`config.mk`:
```
export PLATFORM = sky130hd
export DESIGN_NAME = pcp_ctrl
export DESIGN_NICKNAME = d
export VERILOG_FILES = /design/src/sv/pcp_pkg.sv /design/src/sv/pcp_ctrl.sv
export SDC_FILE = /design/constraint.sdc
export NUM_CORES = 1
export LEC_CHECK = 0
export BUFFER_PORTS_ARGS = -buffer_cell sky130_fd_sc_hd__clkbuf_2
export CAP_MARGIN = 15
export CORE_AREA = 2 2 39 41
export DETAILED_ROUTE_END_ITERATION = 10
export DIE_AREA = 0 0 41 43
export PLACE_DENSITY_LB_ADDON = 0.05
export SLEW_MARGIN = 20
export SYNTH_ARGS = -nofsm -noshare
export SYNTH_HDL_FRONTEND = slang
export SYNTH_SLANG_ARGS = --single-unit
```
`constraint.sdc`:
```
create_clock -name aclk -period 2.6 [get_ports aclk]
set_input_delay 0.13 -clock aclk [delete_from_list [all_inputs] [get_ports aclk]]
set_output_delay 0.13 -clock aclk [all_outputs]
set_load 0.03 [all_outputs]
```
`src/sv/pcp_pkg.sv`:
```
// Package for the pitch cascade PID block: payload types, register indexes, constants.
// Used by every module of the block; depends on nothing.
`timescale 1ns / 1ps
`default_nettype none
package pcp_pkg;

    typedef struct packed {
        logic signed [15:0] measured_angle;
        logic signed [15:0] target_angle;
        logic signed [15:0] rate_sample;
        logic        [15:0] elapsed_ticks;
    } pcp_in_t;

    typedef struct packed {
        logic signed [15:0] drive;
        logic               saturated;
    } pcp_out_t;

    typedef struct packed {
        logic signed [15:0] outer_kp;
        logic signed [15:0] outer_ki;
        logic signed [15:0] inner_kp;
        logic signed [15:0] inner_kd;
        logic signed [15:0] feedforward_gain;
        logic        [14:0] output_limit;
        logic        [14:0] separation_window;
    } pcp_cfg_t;

    localparam logic [2:0] REG_OUTER_KP   = 3'd0;
    localparam logic [2:0] REG_OUTER_KI   = 3'd1;
    localparam logic [2:0] REG_INNER_KP   = 3'd2;
    localparam logic [2:0] REG_INNER_KD   = 3'd3;
    localparam logic [2:0] REG_FF_GAIN    = 3'd4;
    localparam logic [2:0] REG_OUT_LIMIT  = 3'd5;
    localparam logic [2:0] REG_SEP_WINDOW = 3'd6;

    localparam int INTEGRAL_MAX = 3000;
    localparam int INTEGRAL_MIN = -2000;
    localparam int DIV_BITS     = 40;

    // controller to datapath commands
    typedef struct packed {
        logic load;
        logic outer;
        logic inner_p;
        logic div_start;
        logic div_step;
        logic finish;
    } pcp_cmd_t;

    typedef struct packed {
        logic div_done;
    } pcp_sts_t;

endpackage
`default_nettype wire

```
`src/sv/pcp_ctrl.sv`:
```
// Controller of the pitch cascade PID: sequences load, products, division, output.
// Depends on pcp_pkg; drives pcp_datapath.
`timescale 1ns / 1ps
`default_nettype none
module pcp_ctrl
    import pcp_pkg::*;
(
    input  wire logic     aclk,
    input  wire logic     aresetn,
    input  wire logic     s_valid,
    output logic          s_ready,
    output logic          m_valid,
    input  wire logic     m_ready,
    input  wire pcp_sts_t sts,
    output pcp_cmd_t      cmd
);

    typedef enum logic [5:0] {
        ST_IDLE  = 6'b000001,
        ST_OUTER = 6'b000010,
        ST_INNER = 6'b000100,
        ST_START = 6'b001000,
        ST_DIV   = 6'b010000,
        ST_FIN   = 6'b100000
    } state_t;

    state_t state_reg, state_next;
    logic   mvalid_reg, mvalid_next;

    assign s_ready = (state_reg == ST_IDLE) && (!mvalid_reg || m_ready);
    assign m_valid = mvalid_reg;

    always_comb begin
        state_next = state_reg;
        mvalid_next = mvalid_reg && !m_ready;
        cmd = '0;
        unique case (state_reg)
            ST_IDLE: begin
                if (s_valid && s_ready) begin
                    cmd.load = 1'b1;
                    state_next = ST_OUTER;
                end
            end
            ST_OUTER: begin
                cmd.outer = 1'b1;
                state_next = ST_INNER;
            end
            ST_INNER: begin
                cmd.inner_p = 1'b1;
                state_next = ST_START;
            end
            ST_START: begin
                cmd.div_start = 1'b1;
                state_next = ST_DIV;
            end
            ST_DIV: begin
                if (sts.div_done) begin
                    state_next = ST_FIN;
                end else begin
                    cmd.div_step = 1'b1;
                end
            end
            ST_FIN: begin
                cmd.finish = 1'b1;
                mvalid_next = 1'b1;
                state_next = ST_IDLE;
            end
            default: state_next = ST_IDLE;
        endcase
    end

    always_ff @(posedge aclk) begin
        if (!aresetn) begin
            state_reg <= ST_IDLE;
            mvalid_reg <= 1'b0;
        end else begin
            state_reg <= state_next;
            mvalid_reg <= mvalid_next;
        end
    end

    assert property (@(posedge aclk) disable iff (!aresetn)
        (state_reg == ST_FIN) |-> (!mvalid_reg || m_ready))
        else $error("result overwritten");
    assert property (@(posedge aclk) disable iff (!aresetn)
        (s_valid && s_ready) |=> (state_reg == ST_OUTER))
        else $error("load not followed by outer step");
    assert property (@(posedge aclk) disable iff (!aresetn)
        (state_reg == ST_FIN) |=> m_valid)
        else $error("result not presented");

endmodule
`default_nettype wire

```
[Word level (Yosys, flattened, before mapping)]
Index checks and enable logic that the tools add are counted.
Operators by class
  add/subtract/negate cells: 0
  shift operators: 0
  order comparisons: 0
  reductions and logical operators: 7
  equality and inequality tests: 8
  multipliers: 0
  multiplexer cells: 12
  div/mod/pow operators: 0
  bitwise operators: 0
Operator list (count)
  6-bit one-hot mux with 5 select lines: 1
  6-bit two-way mux: 2
  1-bit two-way mux: 9
  6-bit by 1-bit == test with 1-bit output, second input constant: 1
  6-bit by 2-bit == test with 1-bit output, second input constant: 1
  6-bit by 3-bit == test with 1-bit output, second input constant: 1
  6-bit by 4-bit == test with 1-bit output, second input constant: 1
  6-bit by 5-bit == test with 1-bit output, second input constant: 1
  6-bit == test, second input constant: 1
  1-bit logical AND: 3
  1-bit zero test: 2
  2-bit by 1-bit != test with 1-bit output, second input constant: 1
  2-bit != test, second input constant: 1
  2-bit AND reduction: 1
  1-bit logical OR: 1
Storage, ports and cells
  memories kept: 0
  word-level logic and storage cells: 29
  bits in latches: 0
  memory bits (read-only): 0
  input bits: 5
  memory bits (writable): 0
  flip-flop bits (word level): 7
  output and inout bits: 8

[Logic depth before layout (Yosys ltp)]
Gate-level depths: netlist of the first run.
  depth in word-level cells: 6
  mapped depth: 4
  gate-level depth less buffers: 4

[Worst setup path before layout of the first run]
OpenSTA, ideal clock, no wires.
  path type: register to output
  start: register state_reg[2]
  end: output port cmd[5] (netlist bit)
  arrival: 1.825 ns
  stages on the path, launching flop included: 5
  buffers on the path: 0
  slack: 0.645 ns
  cell sequence: dfxtp_1 > nor3_1 > nand2_1 > nor4_2 > and2_1
RTL lines
  start: declaration: line pcp_ctrl.sv:27  | state_t state_reg, state_next;
  start signal: assignment: line pcp_ctrl.sv:77  | state_reg <= state_next;
  end: declaration: line pcp_ctrl.sv:15  | output pcp_cmd_t cmd

==> impl_summary.txt, run 1 <==
----------------------------------------------------
[Die]
  Die Height ... 43 um
  Overall die width ... 41 um
  Number of top-level pins ... 13
  Row count ... 14
  Initial Util ... 25.95%
  Die area ... 1763 um2
  Core region area ... 1384 um2

[Detailed routing]
  Vias per cell ... 5.130
  Total DRC errors in the routed layout ... 0
  1st-iter DRT viols ... 4
  Via count ... 354
  Wirelength per Cell ... 12.55 um
  Post-route ant nets ... 0
  Number of detailed-routing iterations run before antenna repair ... 2
  Routed wire length ... 866 um

[Timing]
  Number of setup violations in the final report ... 0
  Share of the cycle needed by the critical path after routing ... 75.15%
  Number of hold violations in the final report ... 0
  RSZ-0062 raised after global routing ... no
  Slew @ Worst Pin ... 0.3717 ns
  Period minus WS final ... 1.954 ns
  Total count of max-transition violations in the final report ... 0
  Max transition margin ... 75.03%
  Total negative slack ... 0 ns
  Maximum clock skew at final layout ... 0.004491 ns
  Highest Clock Rate ... 0.5118 GHz

[Synthesis]
  Number of cells produced by synthesis ... 37
  Yosys warning count ... 0
  Register area share after synthesis ... 39.02%
  Prevailing post-synth register cell ... sky130_fd_sc_hd__dfxtp_1
  Async set-reset flop share out of synthesis ... 0%
  Net count after synthesis ... 42
  Number of enable flip-flop cells after synthesis ... 0
  Number of library cell types mapped by synthesis ... 21
  Netlist area before placement ... 359.1 um2
  Seq cells post-synth ... 7
  Mean area per synthesized cell ... 9.705 um2

[Finish]
  Post-Route Utilization ... 33.63%
  Area growth from synthesis to layout ... 29.62%
  Max FFs per register ... 6
  Number of diodes ... 0
  Ratio of cells with drive above 1 in the final layout ... 35.85%
  Fillers ... 164
  Most frequent standard cell in the layout excluding fill and tap cells ... sky130_fd_sc_hd__clkbuf_2
  Sequential cell area ... 140.1 um2
  Most frequent cells in the layout ... sky130_fd_sc_hd__clkbuf_2 (12), sky130_fd_sc_hd__dfxtp_1 (7), sky130_fd_sc_hd__nor3_1 (3), sky130_fd_sc_hd__and2_1 (3), sky130_fd_sc_hd__clkbuf_4 (3)
  Number of nets in the finished design ... 59
  Footprint of the multi-input gates ... 211.5 um2

[CTS]
  Setup Fix Bufs, Post-CTS ... 0
  Clock network latency to the later pin of the worst-skew pair ... 0.26 ns
  Clock input transition at the sequential cells of the worst setup and hold paths ... 0.05 ns
  Root buffer selected by CTS ... sky130_fd_sc_hd__clkbuf_4
  Max clock buf depth ... 2
  Clock sink total ... 7
  Number of H-tree branching levels ... 1
  CTS tree ... built
  Gates resized, CTS repair ... 0
  TritonCTS Buffers ... 3
  Count of hold buffers inserted by post-cts repair ... 0

[Setup path]
  Crit Path Max Fanout ... 7
  Critical Path Start Type ... flop
  Data required time of the worst path ... 2.47 ns
  Category of the critical setup timing path ... flop to output pin
  Arrival time of data at the critical path endpoint ... 1.82 ns
  Critical path endpoint category ... output pin

[Job]
  Max Cap Violations ... 0

[Power]
  Internal ... 0.0001884 W
  P_sw ... 0.00007562 W
  Clk network pwr share ... 38.3%
  Net switching share of the total power ... 28.64%
  Combinational group share of total power ... 17.2%
  Total power per unit cell area ... 567.3 nW/um2
  Worst vdd ir ... 0.2341 mV
  Power after layout ... 0.0002641 W
  Leakage Power ... 0.2021 nW
  Sequential share of power ... 44.4%

[Status]
  Status ... finished, final reports clean

[Global route]
  Total overflow reported by the global router ... 0
  Tot GR Track Use ... 12.16%
  Initial antenna violation count ... 0
  Vias in the first global route ... 342
  Maximum number of pins on one net before global-route repair ... 8
  Global-route wire length before repair ... 1366 um

[Placement]
  Number of port buffers ... 12
  Final RePlAce weighted congestion ... 0.6630
  Hpwl dp ... 657.1 um

[Hold path]
  Worst hold-check path type ... input pin to flop

----------------------------------------------------
==> critical path, stage by stage, from the launching register on <==
cell	delay [ns]
sky130_fd_sc_hd__dfxtp_1	0.39
sky130_fd_sc_hd__nor3_1	0.37
sky130_fd_sc_hd__nand2_1	0.13
sky130_fd_sc_hd__nor4_2	0.30
sky130_fd_sc_hd__and2_1	0.17
sky130_fd_sc_hd__clkbuf_2	0.20
==> cell type report <==
class	instances	area share [%]
Sequential cell	7	30.11
Clock buffer	4	5.645
Inverter	2	1.613
Tap cell	16	4.301
Multi-Input combinational cell	28	45.43
Timing Repair Buffer	12	12.90
==> per-stage QoR <==
| stage | area, um2 | setup WS, ns | hold WS (ns) | instances |
|---|---|---|---|---|
| floorplan | 359.1 | 0.6448 | 0.2175 | 37 |
| finish | 465.4 | 0.6461 | 0.1219 | 69 |
| global route | 465.4 | 0.5304 | 0.1210 | 69 |
| global placement | 439.2 | 0.9711 | 0.3738 | 65 |
| detailed placement | 439.2 | 0.9293 | 0.3866 | 65 |
| CTS | 465.4 | 0.6357 | 0.1201 | 69 |
==> logic make-up (layout without fill, tap and decap cells) <==
| kind of cell | after synthesis | after routing | share of synthesized area (%) |
|---|---|---|---|
| compound gates | 6 | 6 | 12.19 |
| xor+xnor | 1 | 1 | 2.439 |
| buf+inv | 2 | 18 | 2.091 |
| flops | 7 | 7 | 39.02 |
| simple gates | 21 | 21 | 44.25 |
==> cell usage after synthesis, types with 2 or more instances <==
cell type,n,share of area (%)
sky130_fd_sc_hd__dfxtp_1,7,39
sky130_fd_sc_hd__and2_1,3,5.2
sky130_fd_sc_hd__inv_1,2,2.1
sky130_fd_sc_hd__nor3_1,3,4.2
sky130_fd_sc_hd__nand3b_1,2,4.2
sky130_fd_sc_hd__o21a_1,2,4.2
sky130_fd_sc_hd__and3_1,2,3.5
sky130_fd_sc_hd__o211ai_1,2,4.2
sky130_fd_sc_hd__nor2_1,2,2.1
==> layer usage <==
layer  vias to the layer above  share of wire [%]  track usage (%)
met5                         -                  0                0
met4                         0                1.8            8.000
met3                         2                8.7            3.141
met2                        13                 47            18.44
met1                       166                 42            14.19
li1                        173                  -                -
==> path summary, 6_finish.rpt <==
kind	from	to	slack, ns	cells after the start
worst max-delay path	state_reg[2]$_SDFFE_PN0P_	cmd[5]	0.65	5
worst min register to register	state_reg[5]$_SDFFE_PN0P_	state_reg[0]$_SDFFE_PN1P_	0.62	1
worst min-delay path	sts	state_reg[5]$_SDFFE_PN0P_	0.12	3
worst max register to register	state_reg[2]$_SDFFE_PN0P_	state_reg[1]$_SDFFE_PN0P_	1.16	4
==> power groups by stage <==
stage	clock [W]	combinational, W	sequential [W]
after detailed placement	0	0.0000459	0.000119
final	0.000101	0.0000455	0.000117
after global placement	0	0.0000452	0.000119
after CTS	0.000104	0.0000464	0.000117
after global routing	0.000112	0.0000503	0.000117
after floorplan	0	0.0000333	0.000118
Note: power is estimated with default switching activity, not from simulation.
==> inputs of run 2 (changes only) <==
--- a/config.mk
+++ b/config.mk
@@ -5,6 +5,7 @@
 export SDC_FILE = /design/constraint.sdc
 export NUM_CORES = 1
 export LEC_CHECK = 0
+export ABC_AREA = 1
 export BUFFER_PORTS_ARGS = -buffer_cell sky130_fd_sc_hd__clkbuf_2
 export CAP_MARGIN = 15
 export CORE_AREA = 2 2 39 41
==> constraint.sdc (replaced) <==
create_clock -name aclk -period 1.8 [get_ports aclk]
set_input_delay 0.09 -clock aclk [delete_from_list [all_inputs] [get_ports aclk]]
set_output_delay 0.09 -clock aclk [all_outputs]
set_load 0.03 [all_outputs]
==> run 2 against run 1 <==
  * Sequential cell count stayed put
  * Clock power increased by 45%
  * Critical path depth rose by 3
  * Sequential power is 42% higher
  * Via count increased by 7.1%
==> impl_summary.txt, run 2 <==
----------------------------------------------------
[Status]
  Status ... finished, final reports clean

[Power]
  Leakage Power ... 0.3057 nW (+51%)
  Worst vdd ir ... 0.3383 mV (+44%)
  Total power per unit cell area ... 774.1 nW/um2 (+36%)
  P_sw ... 0.0001146 W (+52%)
  Clk network pwr share ... 37.9% (-0.4 points)
  Sequential share of power ... 43.2% (-1.2 points)
  Net switching share of the total power ... 29.81% (+1.2 points)
  Internal ... 0.0002699 W (+43%)
  Combinational group share of total power ... 18.8% (+1.6 points)

[Synthesis]
  Async set-reset flop share out of synthesis ... 0% (unchanged)
  Xor-xnor portion of the synthesized cell area ... 0% (-2.4 points)
  Netlist area before placement ... 390.4 um2 (+8.7%)
  Yosys top cell by area ... sky130_fd_sc_hd__dfxtp_1
  Area share of the leading cell type in the synthesized netlist ... 35.90% (-3.1 points)
  Multiplexer fraction of the synthesized cell area ... 0% (unchanged)
  Largest family of logic cells by synthesized area ... simple AND/OR/NAND/NOR gates
  Net count after synthesis ... 63 (+50%)
  Seq cells post-synth ... 7 (unchanged)
  Number of enable flip-flop cells after synthesis ... 0 (unchanged)
  Number of library cell types mapped by synthesis ... 14 (-33%)
  Register area share after synthesis ... 35.90% (-3.1 points)
  Synth Area in Simple Gates ... 45.19% (+0.94 points)
  Leading post-synthesis cells by cell area ... sky130_fd_sc_hd__dfxtp_1 (36%), sky130_fd_sc_hd__inv_1 (13%), sky130_fd_sc_hd__nor2_1 (11%)
  Mean area per synthesized cell ... 6.731 um2 (-31%)
  Prevailing post-synth register cell ... sky130_fd_sc_hd__dfxtp_1
  Most frequent cell after synthesis ... sky130_fd_sc_hd__inv_1
  Compound-Gate Fraction of Synth Area ... 3.526% (-8.7 points)
  Cell types with the highest counts after synthesis ... sky130_fd_sc_hd__inv_1 (14), sky130_fd_sc_hd__nor2_1 (11), sky130_fd_sc_hd__dfxtp_1 (7)
  Number of cells produced by synthesis ... 58 (+57%)
  Yosys warning count ... 0 (unchanged)
  Area share of fa/ha/maj cells after synthesis ... 0% (unchanged)

[CTS]
  Clock input transition at the sequential cells of the worst setup and hold paths ... 0.06 ns (about the same)
  TritonCTS Buffers ... 3 (unchanged)
  Setup Fix Bufs, Post-CTS ... 0 (unchanged)
  Max clock buf depth ... 2 (unchanged)
  Clock sink total ... 7 (unchanged)
  Clock network latency to the later pin of the worst-skew pair ... 0.25 ns (about the same)
  Count of hold buffers inserted by post-cts repair ... 0 (unchanged)
  Number of H-tree branching levels ... 1 (unchanged)
  Gates resized, CTS repair ... 0 (unchanged)
  CTS tree ... built
  Root buffer selected by CTS ... sky130_fd_sc_hd__clkbuf_4

[Global route]
  Global-route wire length before repair ... 1359 um (-0.51%)
  Met3 track utilization from global routing ... 3.141% (unchanged)
  Vias in the first global route ... 327 (-4.4%)
  Tot GR Track Use ... 12.06% (-0.10 points)
  Maximum number of pins on one net before global-route repair ... 7 (-1)
  Most Used Layer, Global Route ... met1
  Met1 GRT Util ... 16.45% (+2.3 points)
  Total overflow reported by the global router ... 0 (unchanged)
  Initial antenna violation count ... 0 (unchanged)
  Routing usage on met2 ... 15.00% (-3.4 points)

[Detailed routing]
  1st-iter DRT viols ... 12 (+8)
  Vias per cell ... 4.211 (-18%)
  Number of detailed-routing iterations run before antenna repair ... 4 (+2)
  Routed wire length ... 774 um (-11%)
  Post-route ant nets ... 0 (unchanged)
  Via count ... 379 (+7.1%)
  Total DRC errors in the routed layout ... 0 (unchanged)
  Wirelength per Cell ... 8.600 um (-31%)

[Setup path]
  Arrival time of data at the critical path endpoint ... 1.37 ns (-0.45 ns)
  Register-to-register setup slack ... 0.75 ns (-0.41 ns)
  Category of the critical setup timing path ... flop to output pin
  Worst-path cell chain ... nor2_4 -> nand2_2 -> nor2_2 -> inv_2 -> nor2_4 -> nand2_2 -> inv_1 -> clkbuf_2
  FF-to-FF path depth ... 7 (+3)
  Critical Path Start Type ... flop
  Largest stage delay on the critical path ... 0.34 ns (-0.05 ns)
  Reg-to-Reg End ... state_reg[0]$_SDFFE_PN1P_
  Critical path endpoint category ... output pin
  Data required time of the worst path ... 1.71 ns (-0.76 ns)
  Reg2reg start ... state_reg[3]$_SDFFE_PN0P_
  Slowest CP cell ... sky130_fd_sc_hd__dfxtp_1
  Crit Path Max Fanout ... 4 (-3)

[Placement]
  Number of port buffers ... 12 (unchanged)
  Hpwl dp ... 629.9 um (-4.1%)
  Total placed instance area ... 470.5 um2 (+7.1%)
  Final RePlAce weighted congestion ... 0.7013 (+5.8%)
  Instance count after placement with tap cells included ... 86 (+32%)

[Timing]
  Number of hold violations in the final report ... 0 (unchanged)
  Highest Clock Rate ... 0.6859 GHz
  Max transition margin ... 80.26% (+5.2 points)
  Total negative slack ... 0 ns (unchanged)
  RSZ-0062 raised after global routing ... no
  Period minus WS final ... 1.458 ns
  Number of setup violations in the final report ... 0 (unchanged)
  Maximum clock skew at final layout ... 0.004733 ns (+0.0002427 ns)
  Slew @ Worst Pin ... 0.2950 ns (-0.07677 ns)
  Total count of max-transition violations in the final report ... 0 (unchanged)
  Share of the cycle needed by the critical path after routing ... 81.00%

[Finish]
  Area growth from synthesis to layout ... 27.24%
  Number of diodes ... 0 (unchanged)
  Non-Filler Cell Area, Final ... 496.7 um2 (+6.7%)
  Number of nets in the finished design ... 80 (+36%)
  Max FFs per register ... 6 (unchanged)
  Final non-filler cell total ... 90 (+30%)
  Ratio of cells with drive above 1 in the final layout ... 36.49% (+0.64 points)
  Most frequent cells in the layout ... sky130_fd_sc_hd__inv_1 (14), sky130_fd_sc_hd__clkbuf_2 (12), sky130_fd_sc_hd__nor2_1 (11)
  Most frequent standard cell in the layout excluding fill and tap cells ... sky130_fd_sc_hd__inv_1

[Hold path]
  Min-Delay Endpoint ... state_reg[5]$_SDFFE_PN0P_
  Worst hold path cell count ... 3 (unchanged)
  Worst hold-check path type ... input pin to flop
  Hold path start ... sts

[Die]
  Row count ... 14 (unchanged)
  Initial Util ... 28.21% (+2.3 points)
  Number of top-level pins ... 13 (unchanged)
  Die Height ... 43 um (unchanged)
  Die area ... 1763 um2 (unchanged)
  Overall die width ... 41 um (unchanged)
  Core region area ... 1384 um2 (unchanged)

[Job]
  Max Cap Violations ... 0 (unchanged)

----------------------------------------------------
[run 2: cells by family after synthesis]
group           after synthesis
simple gates                 33
flops                         7
buf+inv                      16
compound gates                2
[run 2: metrics by stage]
| stage | worst slack, ns | util, % | total power [W] | hold slack, ns |
|---|---|---|---|---|
| 4_1_cts | 0.3274 | 35.90 | 0.0003941 | 0.06181 |
| 6_report | 0.3420 | 35.90 | 0.0003845 | 0.06762 |
| 3_5_place_dp | 0.6052 | 34.00 | 0.0002433 | 0.3371 |
| 5_1_grt | 0.1853 | 35.90 | 0.0004160 | 0.08312 |
| 3_3_place_gp | 0.6022 | 34.00 | 0.0002430 | 0.3351 |
| 2_1_floorplan | 0.5357 | - | 0.0002242 | 0.2223 |
[run 2: how the worst max path moves through the flow]
stage,startpoint,end,slack (ns),cells past startpoint
4_1_cts,state_reg[5]$_SDFFE_PN0P_,cmd[5],0.33,8
2_1_floorplan,state_reg[2]$_SDFFE_PN0P_,cmd[5],0.54,7
5_1_grt,state_reg[4]$_SDFFE_PN0P_,cmd[5],0.19,8
3_3_place_gp,state_reg[2]$_SDFFE_PN0P_,cmd[5],0.60,8
3_5_place_dp,state_reg[4]$_SDFFE_PN0P_,cmd[5],0.61,8
6_report,state_reg[2]$_SDFFE_PN0P_,cmd[5],0.34,8
[run 2: area by class of cell]
class | instances | area (um2)
fill | 162 | 887.1
sequential | 7 | 140.1
multi-input combinational | 35 | 190.2
tap | 16 | 20.02
inverter | 16 | 60.06
timing repair buffer | 12 | 60.06
clock buffer | 4 | 26.28
[run 2: layer usage]
layer | up-vias | share of wire [%]
met4 | 0 | 4.7
met5 | - | 0
li1 | 202 | -
met3 | 5 | 3.7
met2 | 7 | 44
met1 | 165 | 47
[run 2: power by group through the flow]
stage | clock [W] | combinational (W) | sequential, W
finish | 0.000146 | 0.0000724 | 0.000166
global route | 0.000165 | 0.0000836 | 0.000167
CTS | 0.000154 | 0.0000738 | 0.000166
detailed placement | 0 | 0.0000736 | 0.000170
global placement | 0 | 0.0000737 | 0.000169
floorplan | 0 | 0.0000554 | 0.000169
[run 2: critical path, delay by kind of cell, from the launching register on]
kind | cells | cell delay (ns)
buf+inv | 3 | 0.30
flops | 1 | 0.34
simple gates | 5 | 0.49
==> inputs of run 3 (changes only) <==
==> constraint.sdc (replaced) <==
create_clock -name aclk -period 1.45 [get_ports aclk]
set_input_delay 0.0725 -clock aclk [delete_from_list [all_inputs] [get_ports aclk]]
set_output_delay 0.0725 -clock aclk [all_outputs]
set_load 0.03 [all_outputs]
==> run 3 against run 2 <==
  * Non-clock buffer count is the same
  * Clock skew shrank 0.0019 ns
  * Sequential cell count is the same
  * Worst hold slack lost 0.0078 ns
  * Critical endpoint unchanged
  * Largest cell class unchanged
==> impl_summary.txt, run 3 (synthesis gave the netlist of run 2 again) <==
----------------------------------------------------
[Finish]
  Number of diodes ... 0 (unchanged)
  Area growth from synthesis to layout ... 33.97%
  Max FFs per register ... 6 (unchanged)
  Final non-filler cell total ... 90 (unchanged)
  Most frequent standard cell in the layout excluding fill and tap cells ... sky130_fd_sc_hd__inv_1
  Fillers ... 168 (+3.7%)
  Sequential cell area ... 142.6 um2 (+1.8%)
  Number of nets in the finished design ... 80 (unchanged)
  Most frequent cells in the layout ... sky130_fd_sc_hd__inv_1 (14), sky130_fd_sc_hd__nor2_1 (10), sky130_fd_sc_hd__clkbuf_2 (10)
  Ratio of cells with drive above 1 in the final layout ... 41.89% (+5.4 points)
  Footprint of the multi-input gates ... 205.2 um2 (+7.9%)

[CTS]
  Root buffer selected by CTS ... sky130_fd_sc_hd__clkbuf_4
  Clock sink total ... 7 (unchanged)
  Max clock buf depth ... 2 (unchanged)
  TritonCTS Buffers ... 3 (unchanged)
  Setup Fix Bufs, Post-CTS ... 0 (unchanged)
  CTS tree ... built
  Number of H-tree branching levels ... 1 (unchanged)
  Clock network latency to the later pin of the worst-skew pair ... 0.25 ns (about the same)
  Clock input transition at the sequential cells of the worst setup and hold paths ... 0.06 ns (about the same)

[Hold path]
  Worst hold path cell count ... 3 (unchanged)
  Min-Delay Endpoint ... state_reg[5]$_SDFFE_PN0P_
  Hold path start ... sts
  Worst hold-check path type ... input pin to flop

[Setup path]
  Critical path endpoint category ... output pin
  Register-to-register setup slack ... 0.45 ns (-0.30 ns)
  Reg-to-Reg End ... state_reg[4]$_SDFFE_PN0P_
  Worst-path cell chain ... nor2_4 -> nand2_2 -> nor2_4 -> inv_2 -> nor2_4 -> nand2_2 -> inv_1 -> buf_6
  Dominant cell type by count on the critical path ... sky130_fd_sc_hd__nor2_4
  Dominant delay contributor by cell family on the critical path ... simple AND/OR/NAND/NOR gates
  Category of the critical setup timing path ... flop to output pin
  Largest stage delay on the critical path ... 0.33 ns (about the same)
  Arrival time of data at the critical path endpoint ... 1.28 ns (-0.09 ns)
  Critical Path Start Type ... flop
  Data required time of the worst path ... 1.38 ns (-0.33 ns)
  Reg2reg start ... state_reg[3]$_SDFFE_PN0P_
  FF-to-FF path depth ... 4 (-3)
  Crit Path Max Fanout ... 4 (unchanged)
  Buffers plus inverters on the worst setup path ... 3 (unchanged)
  Slowest CP cell ... sky130_fd_sc_hd__dfxtp_2

[Placement]
  Number of port buffers ... 12 (unchanged)
  Hpwl dp ... 596.5 um (-5.3%)
  Instance count after placement with tap cells included ... 86 (unchanged)
  Post-Place Worst Slack ... 0.2642 ns (-0.3410 ns)
  Final RePlAce weighted congestion ... 0.7540 (+7.5%)

[Job]
  Max Cap Violations ... 0 (unchanged)

[Timing]
  Max transition margin ... 79.57% (-0.69 points)
  Total count of max-transition violations in the final report ... 0 (unchanged)
  Share of the cycle needed by the critical path after routing ... 93.57%
  Slew @ Worst Pin ... 0.3052 ns (+0.01029 ns)
  Min setup slack post-route ... 0.09319 ns (-0.2488 ns)
  Maximum clock skew at final layout ... 0.002870 ns (-0.001863 ns)
  Number of setup violations in the final report ... 0 (unchanged)
  Period minus WS final ... 1.357 ns
  RSZ-0062 raised after global routing ... yes
  Highest Clock Rate ... 0.7370 GHz
  Number of hold violations in the final report ... 0 (unchanged)

[Status]
  Status ... finished, final reports clean

[Detailed routing]
  Post-route ant nets ... 0 (unchanged)
  1st-iter DRT viols ... 3 (-9)
  Routed wire length ... 723 um (-6.6%)
  Number of detailed-routing iterations run before antenna repair ... 2 (-2)
  Vias per cell ... 4.167 (-1.1%)
  Via count ... 375 (-1.1%)
  Total DRC errors in the routed layout ... 0 (unchanged)
  Wirelength per Cell ... 8.033 um (-6.6%)

[Power]
  Leakage Power ... 0.3157 nW (+3.3%)
  Worst vdd ir ... 0.4427 mV (+31%)
  Total power per unit cell area ... 921.9 nW/um2 (+19%)

[Die]
  Overall die width ... 41 um (unchanged)
  Die Height ... 43 um (unchanged)
  Core region area ... 1384 um2 (unchanged)
  Number of top-level pins ... 13 (unchanged)
  Initial Util ... 28.21% (unchanged)
  Die area ... 1763 um2 (unchanged)
  Row count ... 14 (unchanged)

[Global route]
  Maximum number of pins on one net before global-route repair ... 7 (unchanged)
  Global-route wire length before repair ... 1173 um (-14%)
  Tot GR Track Use ... 10.25% (-1.8 points)
  Initial antenna violation count ... 0 (unchanged)
  Vias in the first global route ... 302 (-7.6%)
  Total overflow reported by the global router ... 0 (unchanged)

----------------------------------------------------
==> run 3: changes by cell type in the layout (fill, tap and decap cells not counted), sizes merged <==
cell,previous run,this run
buf,0,2
clkbuf,16,14
==> run 3: tightest hold or removal path, cell delays in order <==
cell	delay, ns
sky130_fd_sc_hd__clkbuf_2	0.09
sky130_fd_sc_hd__nand3_1	0.07
sky130_fd_sc_hd__nor2_1	0.03
==> run 3: metal layers <==
layer	part of all wire [%]	global-route usage [%]	up-vias	wire length, um
met2	50	13.13	4	359
met1	46	13.55	170	333
met4	1.4	6.000	0	10
met3	2.6	4.712	2	19
met5	0	0	-	0
li1	-	-	199	-
==> run 3: layout make-up <==
type                            count  area share [%]
Clock buffer                        4           5.024
Inverter                           16           11.48
Multi-Input combinational cell     35           39.23
Sequential cell                     7           27.27
Tap cell                           16           3.828
Timing Repair Buffer               12           13.16
==> run 3: worst max path at each step <==
stage	start	endpoint	depth (start not counted)
3_3_place_gp	state_reg[4]$_SDFFE_PN0P_	cmd[5]	8
2_1_floorplan	state_reg[2]$_SDFFE_PN0P_	cmd[5]	7
6_report	state_reg[3]$_SDFFE_PN0P_	cmd[5]	8
3_5_place_dp	state_reg[4]$_SDFFE_PN0P_	cmd[5]	8
5_1_grt	state_reg[3]$_SDFFE_PN0P_	cmd[5]	8
4_1_cts	state_reg[2]$_SDFFE_PN0P_	cmd[5]	8
==> run 3: power by group <==
part	switching, W	total [W]	leakage, nW	internal [W]
registers	0.00000724	0.000206	0.0579	0.000199
logic	0.0000611	0.0000970	0.243	0.0000359
clock network	0.0000738	0.000179	0.0150	0.000105
==> run 3: metrics by stage <==
stage | power (W) | hold slack (ns) | TNS (ns) | instance area, um2 | utilization, %
6_report | 0.0004821 | 0.05978 | 0 | 523.0 | 37.79
5_1_grt | 0.0005145 | 0.07914 | -0.01824 | 523.0 | 37.79
3_3_place_gp | 0.0003017 | 0.3171 | 0 | 470.5 | 34.00
4_1_cts | 0.0004894 | 0.05256 | 0 | 499.2 | 36.08
2_1_floorplan | 0.0002783 | 0.2048 | 0 | 390.4 | -
3_5_place_dp | 0.0003015 | 0.3234 | 0 | 470.5 | 34.00
==> run 3: repair_timing <==
action,4_1_cts,5_1_grt
hold buffers,0,0
pin swaps,0,2
endpoints found under the setup margin,1,3
gates resized for setup,1,11
hold endpoints to repair,0,0
